<file path="config.mk">
export PLATFORM = sky130hd
export DESIGN_NAME = line_editor_with_echo_top
export DESIGN_NICKNAME = d
export VERILOG_FILES = /design/src/rtl/led_pkg.sv /design/src/rtl/led_ram.sv /design/src/rtl/led_ctrl.sv /design/src/rtl/led_obuf.sv /design/src/rtl/line_editor_with_echo_top.sv
export SDC_FILE = /design/constraint.sdc
export NUM_CORES = 1
export LEC_CHECK = 0
export BUFFER_PORTS_ARGS = -buffer_cell sky130_fd_sc_hd__buf_4
export CAP_MARGIN = 20
export CORE_ASPECT_RATIO = 0.6
export CORE_UTILIZATION = 40
export CTS_CLUSTER_SIZE = 25
export DETAILED_ROUTE_END_ITERATION = 12
export HOLD_SLACK_MARGIN = 0.06
export SETUP_SLACK_MARGIN = 0.02
export SYNTH_ARGS = -nofsm -noshare
export SYNTH_HDL_FRONTEND = slang
export SYNTH_HIERARCHICAL = 1
export SYNTH_SLANG_ARGS = --single-unit
export TNS_END_PERCENT = 5
</file>
<file path="constraint.sdc">
create_clock -name aclk -period 4 [get_ports aclk]
set_input_delay 1.2 -clock aclk [delete_from_list [all_inputs] [get_ports aclk]]
set_output_delay 1.2 -clock aclk [all_outputs]
set_load 0.02 [all_outputs]
</file>
<file path="src/rtl/led_pkg.sv">
// Shared types and constants of the line editor with echo.
`default_nettype none
package led_pkg;

    localparam logic [1:0] KIND_ECHO = 2'd0;
    localparam logic [1:0] KIND_LINE = 2'd1;
    localparam logic [1:0] KIND_END  = 2'd2;

    localparam logic [7:0] BYTE_BS    = 8'd8;
    localparam logic [7:0] BYTE_LF    = 8'd10;
    localparam logic [7:0] BYTE_CR    = 8'd13;
    localparam logic [7:0] BYTE_SPACE = 8'd32;
    localparam logic [7:0] BYTE_NUL   = 8'd0;

    localparam logic [4:0] MAX_LENGTH_RESET = 5'd19;

    typedef struct packed {
        logic [1:0] kind;
        logic [7:0] data;
        logic       last;
    } res_word_t;

endpackage
`default_nettype wire

</file>
<file path="src/rtl/led_ram.sv">
// Generic single-port-write, registered-read RAM.
`default_nettype none
module led_ram #(
    parameter int WIDTH = 8,
    parameter int DEPTH = 32
) (
    input  wire logic                     aclk,
    input  wire logic                     we,
    input  wire logic [$clog2(DEPTH)-1:0] waddr,
    input  wire logic [WIDTH-1:0]         wdata,
    input  wire logic [$clog2(DEPTH)-1:0] raddr,
    output logic      [WIDTH-1:0]         rdata
);

    logic [WIDTH-1:0] mem_reg [DEPTH];

    always_ff @(posedge aclk) begin
        if (we) begin
            mem_reg[waddr] <= wdata;
        end
        rdata <= mem_reg[raddr];
    end

endmodule
`default_nettype wire

</file>
<file path="src/rtl/led_ctrl.sv">
// Line editor sequencer: classifies bytes, keeps the line length, walks the line store.
`default_nettype none
module led_ctrl #(
    parameter int LINE_BYTES = 32
) (
    input  wire logic                          aclk,
    input  wire logic                          aresetn,
    input  wire logic                          s_tvalid,
    output logic                               s_tready,
    input  wire logic [7:0]                    s_tdata,
    input  wire logic                          cfg_valid,
    output logic                               cfg_ready,
    input  wire logic [4:0]                    cfg_data,
    input  wire logic                          slot_free,
    output logic                               res_load,
    output led_pkg::res_word_t                 res_word,
    output logic                               ram_we,
    output logic [$clog2(LINE_BYTES)-1:0]      ram_waddr,
    output logic [7:0]                         ram_wdata,
    output logic [$clog2(LINE_BYTES)-1:0]      ram_raddr,
    input  wire logic [7:0]                    ram_rdata
);

    localparam int AW   = $clog2(LINE_BYTES);
    localparam int LW   = $clog2(LINE_BYTES + 1);
    localparam int CMPW = (LW > 5) ? LW : 5;

    localparam logic [1:0] S_IDLE = 2'd0;
    localparam logic [1:0] S_ECHO = 2'd1;
    localparam logic [1:0] S_LINE = 2'd2;
    localparam logic [1:0] S_END  = 2'd3;

    localparam logic [1:0] CASE_STORE = 2'd0;
    localparam logic [1:0] CASE_FULL  = 2'd1;
    localparam logic [1:0] CASE_BS    = 2'd2;
    localparam logic [1:0] CASE_CR    = 2'd3;

    logic [1:0]    state_reg, state_next;
    logic [LW-1:0] len_reg, len_next;
    logic [4:0]    max_len_reg, max_len_next;
    logic [7:0]    rx_reg, rx_next;
    logic [1:0]    case_reg, case_next;
    logic [1:0]    step_reg, step_next;
    logic [2:0]    n_echo_reg, n_echo_next;
    logic [AW-1:0] idx_reg, idx_next;
    logic          ok_reg, ok_next;

    logic          accept;
    logic          full;
    logic          step_last;
    logic          idx_last;
    logic [7:0]    echo_byte;

    assign s_tready  = (state_reg == S_IDLE);
    assign cfg_ready = 1'b1;
    assign accept    = s_tvalid && s_tready;

    assign full = (CMPW'(len_reg) >= CMPW'(max_len_reg)) ||
                  (CMPW'(len_reg) >= CMPW'(LINE_BYTES));

    assign step_last = (({1'b0, step_reg} + 3'd1) == n_echo_reg);
    assign idx_last  = ((LW'(idx_reg) + LW'(1)) == len_reg);

    assign ram_waddr = len_reg[AW-1:0];
    assign ram_wdata = s_tdata;
    assign ram_raddr = idx_reg;

    always_comb begin
        echo_byte = rx_reg;
        unique case (case_reg)
            CASE_CR: begin
                case (step_reg)
                    2'd1:    echo_byte = led_pkg::BYTE_CR;
                    2'd2:    echo_byte = led_pkg::BYTE_LF;
                    default: echo_byte = rx_reg;
                endcase
            end
            CASE_BS: begin
                case (step_reg)
                    2'd1:    echo_byte = led_pkg::BYTE_SPACE;
                    2'd2:    echo_byte = led_pkg::BYTE_BS;
                    default: echo_byte = rx_reg;
                endcase
            end
            CASE_FULL: begin
                case (step_reg)
                    2'd1:    echo_byte = led_pkg::BYTE_BS;
                    2'd2:    echo_byte = led_pkg::BYTE_SPACE;
                    2'd3:    echo_byte = led_pkg::BYTE_BS;
                    default: echo_byte = rx_reg;
                endcase
            end
            default: echo_byte = rx_reg;
        endcase
    end

    always_comb begin
        state_next   = state_reg;
        len_next     = len_reg;
        max_len_next = max_len_reg;
        rx_next      = rx_reg;
        case_next    = case_reg;
        step_next    = step_reg;
        n_echo_next  = n_echo_reg;
        idx_next     = idx_reg;
        ok_next      = ok_reg;
        res_load     = 1'b0;
        res_word     = '{kind: led_pkg::KIND_ECHO, data: echo_byte, last: 1'b0};
        ram_we       = 1'b0;

        if (cfg_valid && cfg_ready) begin
            max_len_next = cfg_data;
        end

        unique case (state_reg)
            S_IDLE: begin
                if (accept) begin
                    rx_next    = s_tdata;
                    step_next  = 2'd0;
                    state_next = S_ECHO;
                    if (s_tdata == led_pkg::BYTE_CR) begin
                        case_next   = CASE_CR;
                        n_echo_next = 3'd3;
                    end else if (s_tdata == led_pkg::BYTE_BS) begin
                        case_next = CASE_BS;
                        if (len_reg != '0) begin
                            n_echo_next = 3'd3;
                            len_next    = len_reg - LW'(1);
                        end else begin
                            n_echo_next = 3'd2;
                        end
                    end else if (full) begin
                        case_next   = CASE_FULL;
                        n_echo_next = 3'd4;
                    end else begin
                        case_next   = CASE_STORE;
                        n_echo_next = 3'd1;
                        ram_we      = 1'b1;
                        len_next    = len_reg + LW'(1);
                    end
                end
            end
            S_ECHO: begin
                if (slot_free) begin
                    res_load      = 1'b1;
                    res_word.last = step_last && (case_reg != CASE_CR);
                    if (step_last) begin
                        if (case_reg == CASE_CR) begin
                            idx_next   = '0;
                            ok_next    = 1'b0;
                            state_next = (len_reg == '0) ? S_END : S_LINE;
                        end else begin
                            state_next = S_IDLE;
                        end
                    end else begin
                        step_next = step_reg + 2'd1;
                    end
                end
            end
            S_LINE: begin
                ok_next = 1'b1;
                if (ok_reg && slot_free) begin
                    res_load = 1'b1;
                    res_word = '{kind: led_pkg::KIND_LINE, data: ram_rdata, last: 1'b0};
                    ok_next  = 1'b0;
                    if (idx_last) begin
                        state_next = S_END;
                    end else begin
                        idx_next = idx_reg + AW'(1);
                    end
                end
            end
            S_END: begin
                if (slot_free) begin
                    res_load   = 1'b1;
                    res_word   = '{kind: led_pkg::KIND_END, data: led_pkg::BYTE_NUL,
                                   last: 1'b1};
                    len_next   = '0;
                    state_next = S_IDLE;
                end
            end
            default: begin
                state_next = S_IDLE;
            end
        endcase
    end

    always_ff @(posedge aclk) begin
        if (!aresetn) begin
            state_reg   <= S_IDLE;
            len_reg     <= '0;
            max_len_reg <= led_pkg::MAX_LENGTH_RESET;
            ok_reg      <= 1'b0;
        end else begin
            state_reg   <= state_next;
            len_reg     <= len_next;
            max_len_reg <= max_len_next;
            ok_reg      <= ok_next;
        end
        rx_reg     <= rx_next;
        case_reg   <= case_next;
        step_reg   <= step_next;
        n_echo_reg <= n_echo_next;
        idx_reg    <= idx_next;
    end

endmodule
`default_nettype wire

</file>
<file path="src/rtl/led_obuf.sv">
// Output register holding one result word for the master-side stream.
`default_nettype none
module led_obuf (
    input  wire logic               aclk,
    input  wire logic               aresetn,
    input  wire logic               res_load,
    input  wire led_pkg::res_word_t res_word,
    output logic                    slot_free,
    output logic                    m_tvalid,
    input  wire logic               m_tready,
    output logic [7:0]              m_tdata,
    output logic [1:0]              m_tuser,
    output logic                    m_tlast
);

    logic               valid_reg, valid_next;
    led_pkg::res_word_t word_reg, word_next;

    assign slot_free = !valid_reg || m_tready;

    always_comb begin
        valid_next = valid_reg;
        word_next  = word_reg;
        if (res_load) begin
            valid_next = 1'b1;
            word_next  = res_word;
        end else if (m_tready) begin
            valid_next = 1'b0;
        end
    end

    always_ff @(posedge aclk) begin
        if (!aresetn) begin
            valid_reg <= 1'b0;
        end else begin
            valid_reg <= valid_next;
        end
        word_reg <= word_next;
    end

    assign m_tvalid = valid_reg;
    assign m_tdata  = word_reg.data;
    assign m_tuser  = word_reg.kind;
    assign m_tlast  = word_reg.last;

endmodule
`default_nettype wire

</file>
<file path="src/rtl/line_editor_with_echo_top.sv">
// Line editor with echo: takes one terminal byte per word and gives echo and line words.
// The first result word goes from the sequencer's echo state into the output register.
// A new input byte is accepted only after every result word of the last byte, and for a
// carriage return each line byte after its registered RAM read, has been loaded.
// Reset clears the sequencer, the output register and the line length, and sets the
// maximum length to 19; the line store RAM keeps its contents and needs no clearing pass.
`default_nettype none
module line_editor_with_echo_top #(
    parameter int LINE_BYTES = 32
) (
    input  wire logic       aclk,
    input  wire logic       aresetn,
    input  wire logic       s_tvalid,
    output logic            s_tready,
    input  wire logic [7:0] s_tdata,   // [7:0] rx_byte
    output logic            m_tvalid,
    input  wire logic       m_tready,
    output logic [7:0]      m_tdata,   // [7:0] out_byte
    output logic [1:0]      m_tuser,   // [1:0] kind
    output logic            m_tlast,
    input  wire logic       cfg_valid,
    output logic            cfg_ready,
    input  wire logic [4:0] cfg_data
);

    localparam int AW = $clog2(LINE_BYTES);

    logic               slot_free;
    logic               res_load;
    led_pkg::res_word_t res_word;
    logic               ram_we;
    logic [AW-1:0]      ram_waddr;
    logic [7:0]         ram_wdata;
    logic [AW-1:0]      ram_raddr;
    logic [7:0]         ram_rdata;

    led_ctrl #(
        .LINE_BYTES (LINE_BYTES)
    ) u_ctrl (
        .aclk      (aclk),
        .aresetn   (aresetn),
        .s_tvalid  (s_tvalid),
        .s_tready  (s_tready),
        .s_tdata   (s_tdata),
        .cfg_valid (cfg_valid),
        .cfg_ready (cfg_ready),
        .cfg_data  (cfg_data),
        .slot_free (slot_free),
        .res_load  (res_load),
        .res_word  (res_word),
        .ram_we    (ram_we),
        .ram_waddr (ram_waddr),
        .ram_wdata (ram_wdata),
        .ram_raddr (ram_raddr),
        .ram_rdata (ram_rdata)
    );

    led_ram #(
        .WIDTH (8),
        .DEPTH (LINE_BYTES)
    ) u_line_ram (
        .aclk  (aclk),
        .we    (ram_we),
        .waddr (ram_waddr),
        .wdata (ram_wdata),
        .raddr (ram_raddr),
        .rdata (ram_rdata)
    );

    led_obuf u_obuf (
        .aclk      (aclk),
        .aresetn   (aresetn),
        .res_load  (res_load),
        .res_word  (res_word),
        .slot_free (slot_free),
        .m_tvalid  (m_tvalid),
        .m_tready  (m_tready),
        .m_tdata   (m_tdata),
        .m_tuser   (m_tuser),
        .m_tlast   (m_tlast)
    );

endmodule
`default_nettype wire
</file>
# After elaboration in Yosys (flattened, before gate mapping)

Memories as Yosys holds them, arrays and structs flattened. A register that Yosys moved wholly into a read port is not among the register bits.
Index checks and enable logic that the tools add are counted.

Bits in registers: 46
Bits in latches: 0
Memory bits (writable): 256
Memory bits (read-only): 0
Input port bits: 18
Output and inout bits: 14
Word-level logic and storage cells: 128
Memories: 1

Add/sub/neg operators: 6
$mul: 0
Div/mod/pow operators: 0
Order comparisons: 2
Equal/unequal tests: 26
Shift operators: 0
Muxes and demuxes: 57
Bitwise gates (word level): 0
Reduce and logical (&&, ||, !) cells: 22

Memories:

| name               | depth | width | rd ports | clocked after memory_dff | write ports | RTL line      | RTL |
|---|---|---|---|---|---|---|---|
| u_line_ram.mem_reg | 32    | 8     | 1        | 1                        | 1           | led_ram.sv:15 | `logic [WIDTH-1:0] mem_reg [DEPTH];` |

Operator list:

| cell                                                                    | number |
|---|---|
| 8-bit one-hot mux with 2 select lines                                   | 3 |
| 6-bit 2-to-1 mux                                                        | 6 |
| 5-bit 2-to-1 mux                                                        | 5 |
| 8-bit one-hot mux with 3 select lines                                   | 1 |
| 1-bit 2-to-1 mux                                                        | 20 |
| 2-bit 2-to-1 mux                                                        | 10 |
| 10-bit one-hot mux with 2 select lines                                  | 1 |
| 6-bit AND reduction                                                     | 3 |
| 8-bit by 4-bit equality test with 1-bit output, second input constant   | 2 |
| 2-bit equality test, second input constant                              | 6 |
| 2-bit by 1-bit inequality test with 1-bit output, second input constant | 6 |
| 6-bit one-hot mux with 2 select lines                                   | 1 |
| 11-bit 2-to-1 mux                                                       | 1 |
| 10-bit 2-to-1 mux                                                       | 1 |
| 2-bit inequality test, second input constant                            | 5 |
| 5-bit one-hot mux with 2 select lines                                   | 1 |
| 2-bit one-hot mux with 4 select lines                                   | 1 |
| 4-bit AND reduction                                                     | 2 |
| 2-bit nonzero test                                                      | 4 |
| 5-bit by 1-bit adder with 6-bit output, second input constant           | 1 |
| 6-bit by 1-bit adder with 6-bit output, second input constant           | 1 |
| 2-bit by 1-bit equality test with 1-bit output, second input constant   | 3 |
| 6-bit equality test                                                     | 1 |
| 6-bit by 5-bit >= comparator with 1-bit output                          | 1 |
| other kinds (19)                                                        | 27 |

# Longest topological paths before layout

Depth after elaboration: 9
Depth in mapped cells: 10
Mapped depth without buffers: 10

# By module

The synthesis kept the hierarchy.

By module, submodules not included:

| module   | times used | cells each | area each (µm²) | sequential area each (µm²) |
|---|---|---|---|---|
| led_ram  | 1          | 417        | 10053.4         | 7847.5 |
| led_ctrl | 1          | 281        | 2472.4          | 850.8 |
| led_obuf | 1          | 15         | 379.1           | 350.3 |

# Worst setup path after synthesis

OpenSTA, ideal clock, no wires.

Kind: input -> register
Start: input s_tdata[1]
End: register u_ctrl.len_reg[5]
Setup time: 0.117 ns
Data arrival time: 3.177 ns
Required time: 3.883 ns
Slack: 0.706 ns
Stages: 10
Path buffers: 0
Path through: nor4b_2 nand2_1 inv_1 ha_1 a211oi_1 o21bai_1 a21oi_1 xnor2_1 o2bb2ai_1 a32o_1

Cells in the longest elaborated chain, start to end: 5
Elaborated cells on any way between the ends: 10
Those cells by class: eq/ne: 5; mux: 4; reduce/logical: 1

Ends and longest elaborated chain:

| item                                           | RTL line                        | RTL |
|---|---|---|
| start: declaration                             | line_editor_with_echo_top.sv:15 | `input wire logic [7:0] s_tdata,` |
| 8-bit by 4-bit equality test with 1-bit output | led_ctrl.sv:124                 | `end else if (s_tdata == led_pkg::BYTE_BS) begin` |
| 6-bit 2-to-1 mux                               | led_ctrl.sv:124                 |  |
| 6-bit 2-to-1 mux                               | led_ctrl.sv:121                 | `if (s_tdata == led_pkg::BYTE_CR) begin` |
| 6-bit 2-to-1 mux                               | led_ctrl.sv:117                 | `if (accept) begin` |
| 6-bit one-hot mux with 2 select lines          | led_ctrl.sv:115                 | `unique case (state_reg)` |
| end signal: assignment                         | led_ctrl.sv:196                 | `len_reg <= len_next;` |
| end: declaration                               | led_ctrl.sv:39                  | `logic [LW-1:0] len_reg, len_next;` |

Several ways; a longest one is shown, not always the timed one. The select of a mux whose other input is x is not followed.
A chain may end at the register's enable or synchronous reset.

# Final worst setup path

Start: register u_ctrl.len_reg[0]
End: memory u_line_ram.mem_reg[1][0], enable pin

Cells in the longest elaborated chain, start to end: 9
Elaborated cells on any way between the ends: 10
Those cells by class: order compare: 2; mux: 7; reduce/logical: 1

Ends and longest elaborated chain:

| item                                                                                         | RTL line                        | RTL |
|---|---|---|
| 6-bit by 5-bit >= comparator with 1-bit output / 6-bit >= comparator (equally long branches) | led_ctrl.sv:58, led_ctrl.sv:59  |  |
| 1-bit logical OR (*)                                                                         | led_ctrl.sv:58                  | `assign full = (CMPW'(len_reg) >= CMPW'(max_len_reg)) \|\|` |
| 1-bit 2-to-1 mux (*)                                                                         | led_ctrl.sv:132                 | `end else if (full) begin` |
| 1-bit 2-to-1 mux (*)                                                                         | led_ctrl.sv:124                 |  |
| 1-bit 2-to-1 mux (*)                                                                         | led_ctrl.sv:121                 |  |
| 1-bit 2-to-1 mux (*)                                                                         | led_ctrl.sv:117                 |  |
| 1-bit 2-to-1 mux (*)                                                                         | led_ctrl.sv:115                 |  |
| named net ram_we                                                                             | line_editor_with_echo_top.sv:31 | `logic ram_we;` |
| 1-bit 2-to-1 mux (*)                                                                         | led_ram.sv:18                   | `if (we) begin` |
| 1-bit 2-to-1 mux (implied by the code) (*)                                                   | led_ram.sv:19                   | `mem_reg[waddr] <= wdata;` |
| end: declaration                                                                             | led_ram.sv:15                   |  |

The timed path passes the listed nets; every way through them passes the cells marked *.

==> reports/qor.csv <==
metric;value;unit
count of final hold-check violations;0;
mean number of vias per cell;5.55;
Top-Level Pins;32;
Remaining DRCs;0;
wire length after detailed routing;28.4;mm
total number of clock tree sinks;309;
maximum capacitance violations;0;
WL per Instance;23.4;microns
sequential element share of the synthesized area;70.1;%
startpoint of the tightest hold check path;u_ctrl/max_len_reg[0];
Die H;141;microns
start-to-end type of the worst setup path;flip-flop to flip-flop;
post-synth top area cell;edfxtp_1;
root buffer selected by CTS;clkbuf_16;
total nets after synthesis;750;
worst hold slack across all endpoints;0.502;ns
worst slew pin tran;0.910;ns
RSZ-0062 raised after global routing;false;
number of cell rows;50;
commonest cells after routing, fill and taps aside;edfxtp_1 (286), mux4_2 (80), buf_4 (79);
global routing usage summed across all routing layers;17.7;%
Leak Pwr;4.84;nW
initial core utilization;41.0;%
buffers from clock root to sink, at most;3;
internal power of the cells;5.46;mW
synthesized area per cell;18.1;sq um
worst skew pair latency;0.56;ns
Max Freq;0.291;GHz
post-detailed-route count of antenna-violating nets;0;
post-layout instance area;14600;sq um
area share of the largest cell type after synthesis;66.6;%
main flop type after synthesis;edfxtp_1;
hold-fix buffer count after cts;0;
overall via count from detail_route;6734;
min cycle time layout;3.44;ns
post-synthesis register bit count;309;
share of layout cells above drive strength 1;27.6;%
type of destination of the critical path;flip-flop;
Max Fanout on Critical Path;12;
asr flop ratio synth;0;%
area of placed instances;13800;sq um
Sequential Power Share;51.1;%
ANT cells;0;
library cells used by synthesis;63;
most frequent standard cell in the layout excluding fill and tap cells;edfxtp_1;
clock slew at the register clock pins of the worst setup and hold paths;0.07;ns
HPWL after detailed placement;18.5;mm
Buffers on Ports;30;
headroom to the max-slew limit;39.0;%
net count of the finished layout;814;
number of buffers created by CTS;28;
largest net degree at the start of global routing;47;
Worst VDD drop;0.353;mV
number of flip-flops in the largest register;256;
pins over their slew limit;0;
path class of the lowest-slack min-delay path;flip-flop to flip-flop;
worst endpoint required time;4.27;ns
die span in x;234;microns
Reg-to-Reg Start;u_ctrl/len_reg[0];
endpoints failing setup;0;
vias in the first global route;6626;
final setup skew;0.0142;ns
most area-consuming cells after synthesis;edfxtp_1 (67%), mux4_2 (14%), dfxtp_1 (3.6%);
status;complete, no violations;
number of cells traversed by the worst hold path;2;
core area;31500;sq um
global-route wire length before repair;42.5;mm
Congestion Overflow GR;0;
worst r2r path cells;9;
launch point of the worst path;u_ctrl/len_reg[0];
data arrival time of the critical path;3.71;ns
setup TNS;0;ns
startpoint type of the worst setup path;flip-flop;
combinational power share;14.4;%
end of the worst register-to-register path;u_line_ram/mem_reg[1][0];
power spent charging and discharging nets;1.84;mW
number of antenna violations at the first check in global routing;3;
number of enable-type register cells in the synthesized netlist;286;
power density cells;499;nW/um^2
register-to-register setup slack;0.56;ns
Total Power;7.30;mW
number of setup buffers added after CTS;0;
Net Sw Frac;25.2;%
synthesis warning total;6;
hold path endpoint;u_ctrl/max_len_reg[0];
share of the cycle needed by the critical path after routing;86.0;%
part of the power in the clock network;34.5;%
Detailed Routing Iterations Pass 1;7;
TritonCTS clock tree;built;
growth of design area from synthesis to finish;13.4;%
Placer Congestion;0.803;
Starting DRT DRC Count;853;
Resize count post-CTS;0;
H-tree level count;1;
number of cells in the finished layout apart from fillers;1214;
Synth Cell Area;12900;sq um
Die ar.;33000;sq um
Placed Cells;1163;
post-synthesis instance total;713;
## metal layers
layer,up-vias,routed length (microns),part of all wire [%],global-route usage [%]
met4,0,448,1.6,3.28
met1,3475,13600,48,28.6
met3,32,2390,8.4,3.74
li1,2973,-,-,-
met5,-,0,0,0
met2,254,12000,42,24.4
## Yosys cell counts, types with 5 or more instances
cell / number
edfxtp_1: 286
mux4_2: 80
nor2_1: 48
nand2_1: 29
dfxtp_1: 23
buf_4: 20
a21oi_1: 19
inv_1: 19
ha_1: 18
clkbuf_1: 15
nand3_1: 11
o21ai_0: 11
mux2_2: 8
and2_1: 7
nand3b_1: 7
nor3_1: 7
a211oi_1: 6
xnor2_1: 6
a211o_1: 5
a21o_1: 5
buf_1: 5
buf_2: 5
mux2i_1: 5
nand4_1: 5
xor2_1: 5
## cell families after synthesis
kind of cell | synth area share (%)
other cells | 0.0291
flops | 70.1
compound gates | 3.95
buf+inv | 2.61
fa+ha+maj | 1.90
simple gates | 5.60
mux | 15.0
xor+xnor | 0.747
## worst max-delay path by stage
stage,cells after the start,slack (ns),endpoint
2_1_floorplan,10,0.71,u_ctrl/len_reg[5]
3_3_place_gp,11,0.31,u_ctrl/len_reg[5]
3_5_place_dp,11,0.32,u_ctrl/len_reg[5]
4_1_cts,9,0.64,u_line_ram/mem_reg[1][0]
5_1_grt,9,0.33,u_line_ram/mem_reg[1][7]
6_report,9,0.56,u_line_ram/mem_reg[1][0]
## power by group through the flow
stage	registers [mW]	logic, mW	clock network, mW
2_1_floorplan	3.78	0.735	0
4_1_cts	3.73	1.05	2.56
6_report	3.73	1.05	2.52
3_3_place_gp	3.80	1.03	0
5_1_grt	3.74	1.12	2.69
3_5_place_dp	3.80	1.05	0
## worst max-delay path: stages (launching register included)
cell and delay, ns:
dfxtp_1 0.61, inv_1 0.12, ha_1 0.30, nand2b_1 0.15, a31oi_1 0.15, o21ai_0 0.26
nor3_1 0.46, nand3b_1 0.54, nor2_1 0.34, buf_4 0.22
## cell type report
type                    instances  area, sq um
inverters                      20         75.1
fillers                      2647        16800
repair buffers                 80          613
flip-flops and latches        309         9050
multi-input cells             338         3520
clock inverters                18          134
clock buffers                  33          719
well taps                     416          520
## metrics by stage
stage               setup slack, ns  util [%]
CTS                           0.645      46.5
floorplan                     0.706         -
finish                        0.558      46.5
detailed placement            0.324      43.8
global placement              0.310      43.8
global route                  0.329      46.5
No activity file was read; power rests on OpenSTA's default activity.
